[config.mk]
export PLATFORM = sky130hd
export DESIGN_NAME = modbus_rtu_read_input_master
export DESIGN_NICKNAME = d
export VERILOG_FILES = /design/src/hdl/mrrim_pkg.sv /design/src/hdl/mrrim_ram.sv /design/src/hdl/modbus_rtu_read_input_master.sv
export SDC_FILE = /design/constraint.sdc
export NUM_CORES = 2
export LEC_CHECK = 0
export BUFFER_PORTS_ARGS = -buffer_cell sky130_fd_sc_hd__buf_2
export CORE_ASPECT_RATIO = 1.5
export CORE_MARGIN = 2
export CORE_UTILIZATION = 34
export DETAILED_ROUTE_END_ITERATION = 10
export HOLD_SLACK_MARGIN = 0.03
export MAX_ROUTING_LAYER = met4
export PLACE_DENSITY = 0.61
export SLEW_MARGIN = 20
export SYNTH_ARGS = -nofsm -noshare
export SYNTH_HDL_FRONTEND = slang
export SYNTH_SLANG_ARGS = --single-unit
[constraint.sdc]
create_clock -name clk_i -period 5.33 [get_ports clk_i]
set_input_delay 1.066 -clock clk_i [delete_from_list [all_inputs] [get_ports clk_i]]
set_output_delay 1.066 -clock clk_i [all_outputs]
set_load 0.02 [all_outputs]
[src/hdl/mrrim_pkg.sv]
// ----------------------------------------------------------------------------
// mrrim_pkg
// Shared codes, constants and the CRC-16 byte step for the Modbus RTU
// read-input-registers master.
// ----------------------------------------------------------------------------
package mrrim_pkg;

  // Input actions, carried on the slave-side tuser.
  localparam logic [1:0] ACT_START = 2'd0;
  localparam logic [1:0] ACT_BYTE  = 2'd1;
  localparam logic [1:0] ACT_TICK  = 2'd2;
  localparam logic [1:0] ACT_READ  = 2'd3;

  // Result kinds, carried on the master-side tuser.
  localparam logic [1:0] KIND_TX     = 2'd0;
  localparam logic [1:0] KIND_STATUS = 2'd1;
  localparam logic [1:0] KIND_READ   = 2'd2;

  // Transaction status codes.
  localparam logic [2:0] ST_OK        = 3'd0;
  localparam logic [2:0] ST_BAD_SLAVE = 3'd1;
  localparam logic [2:0] ST_BAD_FUNC  = 3'd2;
  localparam logic [2:0] ST_EXCEPTION = 3'd3;
  localparam logic [2:0] ST_TIMEOUT   = 3'd4;
  localparam logic [2:0] ST_BAD_CRC   = 3'd5;

  // Configuration register indexes.
  localparam logic CFG_SLAVE_ADDRESS = 1'b0;
  localparam logic CFG_TIMEOUT_TICKS = 1'b1;

  localparam logic [7:0]  FUNC_READ_INPUT = 8'h04;
  localparam logic [7:0]  FUNC_MASK       = 8'h7F;
  localparam logic [15:0] CRC_INIT        = 16'hFFFF;
  localparam logic [15:0] CRC_POLY        = 16'hA001;
  localparam logic [15:0] READ_OOB_VALUE  = 16'hFFFF;
  localparam logic [7:0]  SLAVE_RESET     = 8'd1;
  localparam logic [15:0] TIMEOUT_RESET   = 16'd2000;

  // One byte of the reflected Modbus CRC-16.
  function automatic logic [15:0] crc_byte(input logic [15:0] crc, input logic [7:0] data);
    logic [15:0] c;
    c = crc ^ {8'h00, data};
    for (int k = 0; k < 8; k++) begin
      c = c[0] ? ((c >> 1) ^ CRC_POLY) : (c >> 1);
    end
    return c;
  endfunction

endpackage

[src/hdl/mrrim_ram.sv]
// ----------------------------------------------------------------------------
// mrrim_ram
// Generic single-write, single-read RAM with a registered, enabled read.
// ----------------------------------------------------------------------------
module mrrim_ram #(
  parameter int WIDTH = 16,
  parameter int DEPTH = 128
) (
  input  logic                     clk_i,
  input  logic                     we_i,
  input  logic [$clog2(DEPTH)-1:0] waddr_i,
  input  logic [WIDTH-1:0]         wdata_i,
  input  logic                     re_i,
  input  logic [$clog2(DEPTH)-1:0] raddr_i,
  output logic [WIDTH-1:0]         rdata_o
);

  logic [WIDTH-1:0] mem_q [DEPTH];
  logic [WIDTH-1:0] rdata_q;

  // Write port.
  always_ff @(posedge clk_i) begin
    if (we_i) begin
      mem_q[waddr_i] <= wdata_i;
    end
  end

  // Read port; data holds while no read is issued.
  always_ff @(posedge clk_i) begin
    if (re_i) begin
      rdata_q <= mem_q[raddr_i];
    end
  end

  assign rdata_o = rdata_q;

endmodule

[src/hdl/modbus_rtu_read_input_master.sv]
// ----------------------------------------------------------------------------
// modbus_rtu_read_input_master
// Modbus RTU master for Read Input Registers (function 0x04).
// ----------------------------------------------------------------------------
// Each item is taken into an input register; a byte, tick or read item can
// be taken every cycle while no result waits. A start item emits eight
// transmit words, one per cycle while the output is ready, from the result
// register, which builds the request CRC one byte per output word; an item
// that gives a result waits while they drain, and a byte or tick item that
// gives none goes on. A read item's value reaches the output from the word
// RAM's registered port. Reply words are staged in the bank opposite to each
// entry's committed copy, and a good CRC flips those entries' bank bits at once.
module modbus_rtu_read_input_master #(
  parameter int WORD_STORE_DEPTH = 64
) (
  input  logic        clk_i,
  input  logic        rst_ni,
  // Configuration write port.
  input  logic        cfg_we_i,
  input  logic        cfg_index_i,
  input  logic [15:0] cfg_wdata_i,
  // Input items.
  input  logic        s_axis_tvalid,
  output logic        s_axis_tready,
  // tdata: start_register[15:0], register_quantity[23:16], rx_data[31:24],
  // word_index[39:32]
  input  logic [39:0] s_axis_tdata,
  // tuser: action[1:0]
  input  logic [1:0]  s_axis_tuser,
  // Result items.
  output logic        m_axis_tvalid,
  input  logic        m_axis_tready,
  // tdata: tx_data[7:0], status[10:8], exception_code[18:11],
  // word_count[25:19], read_value[41:26], zero fill[47:42]
  output logic [47:0] m_axis_tdata,
  // tuser: kind[1:0]
  output logic [1:0]  m_axis_tuser,
  output logic        m_axis_tlast
);

  localparam int D  = WORD_STORE_DEPTH;
  localparam int IW = (D > 1) ? $clog2(D) : 1;
  localparam int RD = 2 * D;
  localparam int AW = $clog2(RD);

  localparam logic PH_IDLE = 1'b0;
  localparam logic PH_RECV = 1'b1;

  // Configuration registers.
  logic [7:0]  slave_addr_q;
  logic [15:0] timeout_q;

  always_ff @(posedge clk_i or negedge rst_ni) begin
    if (!rst_ni) begin
      slave_addr_q <= mrrim_pkg::SLAVE_RESET;
      timeout_q    <= mrrim_pkg::TIMEOUT_RESET;
    end else if (cfg_we_i) begin
      if (cfg_index_i == mrrim_pkg::CFG_SLAVE_ADDRESS) begin
        slave_addr_q <= cfg_wdata_i[7:0];
      end else begin
        timeout_q <= cfg_wdata_i;
      end
    end
  end

  // Input register.
  logic        p_valid_q;
  logic [1:0]  p_action_q;
  logic [15:0] p_reg_q;
  logic [7:0]  p_qty_q;
  logic [7:0]  p_rx_q;
  logic [7:0]  p_idx_q;
  logic        p_adv;

  assign s_axis_tready = !p_valid_q || p_adv;

  always_ff @(posedge clk_i or negedge rst_ni) begin
    if (!rst_ni) begin
      p_valid_q <= 1'b0;
    end else if (s_axis_tready) begin
      p_valid_q <= s_axis_tvalid;
    end
  end

  always_ff @(posedge clk_i) begin
    if (s_axis_tready && s_axis_tvalid) begin
      p_action_q <= s_axis_tuser;
      p_reg_q    <= s_axis_tdata[15:0];
      p_qty_q    <= s_axis_tdata[23:16];
      p_rx_q     <= s_axis_tdata[31:24];
      p_idx_q    <= s_axis_tdata[39:32];
    end
  end

  // Reply state.
  logic         phase_q, phase_d;
  logic [7:0]   br_q, br_d;
  logic [7:0]   rem_q, rem_d;
  logic [15:0]  crc_q, crc_d;
  logic [7:0]   func_q, func_d;
  logic [7:0]   bcnt_q, bcnt_d;
  logic [7:0]   pend_q, pend_d;
  logic [15:0]  elapsed_q, elapsed_d;
  logic         slave_bad_q, slave_bad_d;
  logic [D-1:0] sel_q, sel_d;

  // Result register.
  logic        r_valid_q;
  logic [1:0]  r_kind_q;
  logic [2:0]  r_beat_q;
  logic [7:0]  r_slave_q;
  logic [15:0] r_reg_q;
  logic [7:0]  r_qty_q;
  logic [15:0] r_crc_q;
  logic [2:0]  r_status_q;
  logic [7:0]  r_exc_q;
  logic [6:0]  r_wc_q;
  logic        r_oob_q;
  logic        r_last;
  logic        r_done;
  logic        r_free;

  // Item handling.
  logic          res;
  logic [2:0]    res_status;
  logic [7:0]    res_exc;
  logic [6:0]    res_wc;
  logic          stage_we;
  logic [8:0]    stage_i;
  logic [IW-1:0] stage_ix;
  logic [7:0]    stage_lo;
  logic [15:0]   crc_nx;
  logic [8:0]    k;
  logic          close;
  logic [7:0]    m;
  logic          rd_in;
  logic [IW-1:0] rd_ix;

  always_comb begin
    phase_d     = phase_q;
    br_d        = br_q;
    rem_d       = rem_q;
    crc_d       = crc_q;
    func_d      = func_q;
    bcnt_d      = bcnt_q;
    pend_d      = pend_q;
    elapsed_d   = elapsed_q;
    slave_bad_d = slave_bad_q;
    sel_d       = sel_q;
    res         = 1'b0;
    res_status  = mrrim_pkg::ST_OK;
    res_exc     = 8'h00;
    res_wc      = 7'd0;
    stage_we    = 1'b0;
    stage_i     = 9'd0;
    stage_lo    = p_rx_q;
    close       = 1'b0;
    crc_nx      = mrrim_pkg::crc_byte(crc_q, p_rx_q);
    k           = 9'(bcnt_q) + 9'd2 - 9'(rem_q);
    m           = ({1'b0, bcnt_q[7:1]} < 8'(D)) ? {1'b0, bcnt_q[7:1]} : 8'(D);
    rd_in       = (9'(p_idx_q) < 9'(D));
    case (p_action_q)
      mrrim_pkg::ACT_START: begin
        res         = 1'b1;
        phase_d     = PH_RECV;
        br_d        = 8'd0;
        rem_d       = 8'd9;
        crc_d       = mrrim_pkg::CRC_INIT;
        func_d      = 8'h00;
        bcnt_d      = 8'h00;
        pend_d      = 8'h00;
        elapsed_d   = 16'd0;
        slave_bad_d = 1'b0;
      end
      mrrim_pkg::ACT_BYTE: begin
        if (phase_q == PH_RECV && !(br_q == 8'd0 && p_rx_q == 8'd0)) begin
          crc_d = crc_nx;
          br_d  = (br_q == 8'hFF) ? br_q : br_q + 8'd1;
          case (br_q)
            8'd0: slave_bad_d = (p_rx_q != slave_addr_q);
            8'd1: func_d = p_rx_q;
            8'd2: bcnt_d = p_rx_q;
            8'd3: pend_d = p_rx_q;
            8'd4: begin
              if (slave_bad_q) begin
                res        = 1'b1;
                res_status = mrrim_pkg::ST_BAD_SLAVE;
              end else if ((func_q & mrrim_pkg::FUNC_MASK) != mrrim_pkg::FUNC_READ_INPUT) begin
                res        = 1'b1;
                res_status = mrrim_pkg::ST_BAD_FUNC;
              end else if (func_q[7]) begin
                res        = 1'b1;
                res_status = mrrim_pkg::ST_EXCEPTION;
                res_exc    = bcnt_q;
              end else begin
                stage_we = 1'b1;
                stage_i  = 9'd0;
                rem_d    = bcnt_q;
                close    = (bcnt_q == 8'd0);
              end
            end
            default: begin
              if (rem_q != 8'd0) begin
                if (k[0]) begin
                  stage_we = 1'b1;
                  stage_i  = {1'b0, k[8:1]};
                end else begin
                  pend_d = p_rx_q;
                end
                rem_d = rem_q - 8'd1;
                close = (rem_q == 8'd1);
              end
            end
          endcase
          // Closing a reply: commit the staged words when the residue is zero.
          if (close) begin
            res = 1'b1;
            if (crc_nx != 16'd0) begin
              res_status = mrrim_pkg::ST_BAD_CRC;
            end else begin
              res_wc = bcnt_q[7:1];
              for (int j = 0; j < D; j++) begin
                if (8'(j) < m) begin
                  sel_d[j] = ~sel_q[j];
                end
              end
            end
          end
          if (res) begin
            phase_d = PH_IDLE;
          end
        end
      end
      mrrim_pkg::ACT_TICK: begin
        if (phase_q == PH_RECV) begin
          if (elapsed_q >= timeout_q) begin
            res        = 1'b1;
            res_status = mrrim_pkg::ST_TIMEOUT;
            phase_d    = PH_IDLE;
          end else begin
            elapsed_d = elapsed_q + 16'd1;
          end
        end
      end
      default: begin
        res = 1'b1;
      end
    endcase
    // Words past the reply's count or past the store are dropped.
    if (stage_we && !(stage_i < {2'b00, bcnt_q[7:1]} && stage_i < 9'(D))) begin
      stage_we = 1'b0;
    end
  end

  assign stage_ix = stage_i[IW-1:0];
  assign rd_ix    = p_idx_q[IW-1:0];
  assign p_adv    = p_valid_q && (!res || r_free);

  // State update on each handled item.
  always_ff @(posedge clk_i or negedge rst_ni) begin
    if (!rst_ni) begin
      phase_q     <= PH_IDLE;
      br_q        <= 8'd0;
      rem_q       <= 8'd0;
      crc_q       <= mrrim_pkg::CRC_INIT;
      func_q      <= 8'd0;
      bcnt_q      <= 8'd0;
      pend_q      <= 8'd0;
      elapsed_q   <= 16'd0;
      slave_bad_q <= 1'b0;
      sel_q       <= '0;
    end else if (p_adv) begin
      phase_q     <= phase_d;
      br_q        <= br_d;
      rem_q       <= rem_d;
      crc_q       <= crc_d;
      func_q      <= func_d;
      bcnt_q      <= bcnt_d;
      pend_q      <= pend_d;
      elapsed_q   <= elapsed_d;
      slave_bad_q <= slave_bad_d;
      sel_q       <= sel_d;
    end
  end

  // Word store: two banks, each entry's committed bank chosen by sel_q.
  logic          ram_we, ram_re;
  logic [AW-1:0] ram_waddr, ram_raddr;
  logic [15:0]   ram_rdata;

  assign ram_we    = p_adv && stage_we;
  assign ram_waddr = (sel_q[stage_ix] ? AW'(0) : AW'(D)) + AW'(stage_ix);
  assign ram_re    = p_adv && (p_action_q == mrrim_pkg::ACT_READ) && rd_in;
  assign ram_raddr = (sel_q[rd_ix] ? AW'(D) : AW'(0)) + AW'(rd_ix);

  mrrim_ram #(
    .WIDTH (16),
    .DEPTH (RD)
  ) u_ram (
    .clk_i   (clk_i),
    .we_i    (ram_we),
    .waddr_i (ram_waddr),
    .wdata_i ({pend_q, stage_lo}),
    .re_i    (ram_re),
    .raddr_i (ram_raddr),
    .rdata_o (ram_rdata)
  );

  // Result register and request sequencing.
  logic [7:0] tx_byte;

  assign r_last = (r_kind_q != mrrim_pkg::KIND_TX) || (r_beat_q == 3'd7);
  assign r_done = r_valid_q && m_axis_tready && r_last;
  assign r_free = !r_valid_q || r_done;

  always_comb begin
    case (r_beat_q)
      3'd0:    tx_byte = r_slave_q;
      3'd1:    tx_byte = mrrim_pkg::FUNC_READ_INPUT;
      3'd2:    tx_byte = r_reg_q[15:8];
      3'd3:    tx_byte = r_reg_q[7:0];
      3'd4:    tx_byte = 8'h00;
      3'd5:    tx_byte = r_qty_q;
      3'd6:    tx_byte = r_crc_q[7:0];
      default: tx_byte = r_crc_q[15:8];
    endcase
  end

  always_ff @(posedge clk_i or negedge rst_ni) begin
    if (!rst_ni) begin
      r_valid_q <= 1'b0;
      r_beat_q  <= 3'd0;
      r_kind_q  <= mrrim_pkg::KIND_TX;
    end else if (p_adv && res) begin
      r_valid_q <= 1'b1;
      r_beat_q  <= 3'd0;
      case (p_action_q)
        mrrim_pkg::ACT_START: r_kind_q <= mrrim_pkg::KIND_TX;
        mrrim_pkg::ACT_READ:  r_kind_q <= mrrim_pkg::KIND_READ;
        default:              r_kind_q <= mrrim_pkg::KIND_STATUS;
      endcase
    end else if (r_done) begin
      r_valid_q <= 1'b0;
    end else if (r_valid_q && m_axis_tready) begin
      r_beat_q <= r_beat_q + 3'd1;
    end
  end

  always_ff @(posedge clk_i) begin
    if (p_adv && res) begin
      r_slave_q  <= slave_addr_q;
      r_reg_q    <= p_reg_q;
      r_qty_q    <= p_qty_q;
      r_crc_q    <= mrrim_pkg::CRC_INIT;
      r_status_q <= res_status;
      r_exc_q    <= res_exc;
      r_wc_q     <= res_wc;
      r_oob_q    <= !rd_in;
    end else if (r_valid_q && m_axis_tready && r_beat_q < 3'd6) begin
      r_crc_q <= mrrim_pkg::crc_byte(r_crc_q, tx_byte);
    end
  end

  // Output word.
  logic is_tx, is_st, is_rd;
  logic [15:0] rd_value;

  assign is_tx    = (r_kind_q == mrrim_pkg::KIND_TX);
  assign is_st    = (r_kind_q == mrrim_pkg::KIND_STATUS);
  assign is_rd    = (r_kind_q == mrrim_pkg::KIND_READ);
  assign rd_value = r_oob_q ? mrrim_pkg::READ_OOB_VALUE : ram_rdata;

  assign m_axis_tvalid = r_valid_q;
  assign m_axis_tuser  = r_kind_q;
  assign m_axis_tlast  = is_tx && (r_beat_q == 3'd7);
  assign m_axis_tdata  = {6'd0,
                          is_rd ? rd_value : 16'd0,
                          is_st ? r_wc_q : 7'd0,
                          is_st ? r_exc_q : 8'd0,
                          is_st ? r_status_q : 3'd0,
                          is_tx ? tx_byte : 8'd0};

`ifndef ASSERT_OFF
  // The last flag only ever closes a request.
  a_last_is_tx: assert property (@(posedge clk_i) disable iff (!rst_ni)
    m_axis_tlast |-> (m_axis_tuser == mrrim_pkg::KIND_TX))
    else $error("tlast on a non-transmit word");

  // Request words step through their beats one at a time.
  a_beat_step: assert property (@(posedge clk_i) disable iff (!rst_ni)
    (r_valid_q && m_axis_tready && !r_last) |=> (r_beat_q == $past(r_beat_q) + 3'd1))
    else $error("request beat skipped");

  // A held item is neither lost nor altered.
  a_item_held: assert property (@(posedge clk_i) disable iff (!rst_ni)
    (p_valid_q && !p_adv) |=> (p_valid_q && $stable(p_action_q) && $stable(p_rx_q)))
    else $error("stalled item changed");

  // No new result is loaded while a result is still waiting.
  a_no_overrun: assert property (@(posedge clk_i) disable iff (!rst_ni)
    (p_adv && res) |-> r_free)
    else $error("result register overrun");
`endif

endmodule

==> results.yml <==
synth:
  ys_async_sr_fraction: 0.0722
  synthesis.yosys.warnings: 0
  synth-edff-count: 2157
  post_synth_instance_area_sq_mm: 0.0937
  synthesis.instances: 4507
  syn_avg_cell_area_sq_um: 20.8
  yosys_most_used_dff: "edfxtp_1"
  synth-seq-cells: 2342
  seq_area_frac_synth: 0.740
  synth_cell_type_count: 82
critical_path:
  worst_r2r_endpoint: "u_ram.mem_q[39][2]"
  worst-r2r-setup-slack_ns: 0.52
  setup.worst_path.end_class: "output pin"
  worst-endpoint-required_ns: 4.26
  crit-reg2reg-launch: "bcnt_q[1]"
  worst-r2r-cell-count: 15
  critical_path_class: "flip-flop to output pin"
  worst_ep_arrival_time_ns: 3.87
  timing.critical_path.from_type: "flip-flop"
  critical_path_peak_fanout: 3
route:
  avgRoutedWirePerCell_um: 27.6
  via_count: 46000
  vias_per_cell: 5.27
  drt_wl_total_mm: 241
  route.antenna.remaining_nets: 0
  drt-initial-drc-count: 4448
  drc: 0
  firstDrtPassIters: 7
layout:
  layout.cells.non_filler: 8734
  fin_util: 0.393
  finish.instance_area_sq_mm: 0.108
  final_nets: 4983
  final_layout_size_suffix_gt1_frac: 0.305
  areaGrowthSynthToFinish_pct: 15.2
cts:
  clock-root-buffer: "clkbuf_16"
  max-clock-path-buffers: 4
  clk_pin_slew_worst_paths_ns: 0.06
  numCtsBuffers: 219
  clock_insertion_delay_worst_skew_ns: 0.89
  tritoncts_num_sinks: 2342
  cts_resized: 0
  cts_setup_buffers: 0
  cts-htree-levels: 4
  tritoncts: "done"
  cts_hold_buffers: 0
sta:
  worstMarginPinSlew_ns: 1.15
  crit_path_setup_slack_layout_ns: 0.395
  total_negative_setup_slacks_ns: 0
  max_freq_ghz: 0.203
  min_period_ns: 4.94
  timing.final.max_slew_violations: 0
  timing.max_slew.rel_slack: 0.236
  grt_setup_unrepaired: "false"
  worst_hold_slack_ns: 0.295
  final-setup-viol-count: 0
  portion_of_the_clock_cycle_consumed_by_the_worst_path_in_the_final_layout: 0.926
  skew_final_ns: 0.0778
  timing_hold_violations_final: 0
power_and_ir_drop:
  vdd_ir_drop_max_mv: 0.496
  post-layout-total-power_mw: 47.9
  power.leakage_nw: 34.9
  power.density_mw_per_mm2: 444
job:
  maxCapViolations: 0
hold_path:
  hold_path.class: "primary input to asynchronous set/reset pin"
die:
  initial_core_util: 0.341
  core_area_sq_mm: 0.275
  fp.dieW_um: 433
  pin_count: 117
  placementRows: 236
  chipHeight_um: 647
  dieArea_sq_mm: 0.280
placed_design:
  routabilityCongestion: 0.886
  placement.setup.worst_slack_ns: 0.648
  placed_cell_area_sq_mm: 0.101
  dp_hpwl_mm: 155
  placed_cells_incl_taps: 8330
  port_buffers: 110
global_routing:
  grt_max_degree: 131
  grt_usage: 0.176
  grt_pass1_vias: 47300
  first_pass_grt_wire_length_mm: 347
  globalRoute.totalOverflow: 0
  grt_antenna_before_repair: 6
status:
  run_status: "finished clean"
## per-layer routing
| layer | track usage | wire length [um] | share of wire | up-vias |
|---|---|---|---|---|
| li1 | - | - | - | 19400 |
| met1 | 0.214 | 93400 | 0.39 | 24600 |
| met2 | 0.300 | 125000 | 0.52 | 1660 |
| met3 | 0.0247 | 13500 | 0.056 | 407 |
| met4 | 0.0614 | 9600 | 0.040 | 0 |
| met5 | - | 0 | 0 | - |
## flip-flops by register name (all words and copies together) (netlist names), 7 cells and up
register,flops
sel_q,64
u_ram.mem_q,2048
p_qty_q,8
pend_q,8
r_slave_q,8
r_wc_q,7
bcnt_q,8
rem_q,8
p_rx_q,8
crc_q,16
r_qty_q,8
r_reg_q,16
timeout_q,16
br_q,8
elapsed_q,16
u_ram.rdata_o,16
r_crc_q,16
p_reg_q,16
func_q,8
p_idx_q,8
slave_addr_q,8
r_exc_q,8
## power breakdown
part	switching (mW)	total [mW]	internal, mW
Clock	6.82	15.8	8.96
Combinational	5.70	9.05	3.35
Sequential	1.18	23.0	21.9
## cell type report
class,instances,area (sq um)
flip-flops and latches,2342,69400
multi-input cells,1867,23300
repair buffers,370,3230
inverters,62,233
clock inverters,142,1440
well taps,3689,4620
clock buffers,254,5710
fillers,24300,167000
diodes,8,20.0
## critical path, cell delays in order, from the launching register on
cell and delay [ns]:
dfstp_2 0.53, inv_1 0.04, ha_1 0.28, nand4_1 0.12, or2_2 0.31, o221a_2 0.29
o21ai_0 0.38, a31oi_1 0.17, nand2b_1 0.33, nor2_1 0.31, inv_1 0.07, buf_2 0.16
## cells in the final DEF (no fill, tap or decap), types with 60 or more instances in the layout
cell type	count
mux4_2	691
xnor2_1	76
edfxtp_1	2157
nor2_1	219
dfrtp_1	138
clkbuf_16	223
nand2_1	125
buf_4	202
inv_1	60
mux2_2	70
buf_2	109
a21oi_1	68
## logic make-up (layout without fill, tap and decap cells)
logic type / count (synthesis) / in the layout / share of synthesized area
simple gates: 622 / 622 / 0.0311
fa+ha+maj: 57 / 57 / 0.00769
buf+inv: 303 / 828 / 0.0128
flops: 2342 / 2342 / 0.740
xor+xnor: 120 / 120 / 0.0117
other cells: 1 / 14 / 0.0000400
mux: 774 / 774 / 0.176
compound gates: 288 / 288 / 0.0208
## synthesized netlist by cell type, types with 15 or more instances
library cell | number | share of area
edfxtp_1 | 2157 | 0.69
mux4_2 | 691 | 0.17
nor2_1 | 252 | 0.010
clkbuf_1 | 148 | 0.0059
dfrtp_1 | 146 | 0.039
nand2_1 | 125 | 0.0050
xnor2_1 | 76 | 0.0071
mux2_2 | 70 | 0.0084
a21oi_1 | 68 | 0.0036
buf_1 | 64 | 0.0026
inv_1 | 60 | 0.0024
ha_1 | 56 | 0.0075
o21ai_0 | 56 | 0.0030
nand3_1 | 49 | 0.0026
xor2_1 | 41 | 0.0038
and2_1 | 36 | 0.0024
nor3_1 | 32 | 0.0017
o211ai_1 | 27 | 0.0022
nor4_1 | 25 | 0.0017
dfstp_2 | 23 | 0.0064
buf_2 | 21 | 0.0011
dfxtp_1 | 16 | 0.0034
nand4_1 | 16 | 0.0011
o22a_1 | 15 | 0.0014
## worst max path at each step
stage	from	cells past startpoint	slack, ns	to
floorplan	p_rx_q[2]	8	0.26	p_action_q[0]
global placement	bcnt_q[1]	21	0.54	u_ram.mem_q[13][10]
detailed placement	bcnt_q[1]	21	0.65	u_ram.mem_q[12][13]
CTS	timeout_q[10]	11	0.38	s_axis_tready
global route	bcnt_q[1]	15	0.18	u_ram.mem_q[32][8]
finish	timeout_q[10]	11	0.39	s_axis_tready
Note: power is estimated with default switching activity, not from simulation.
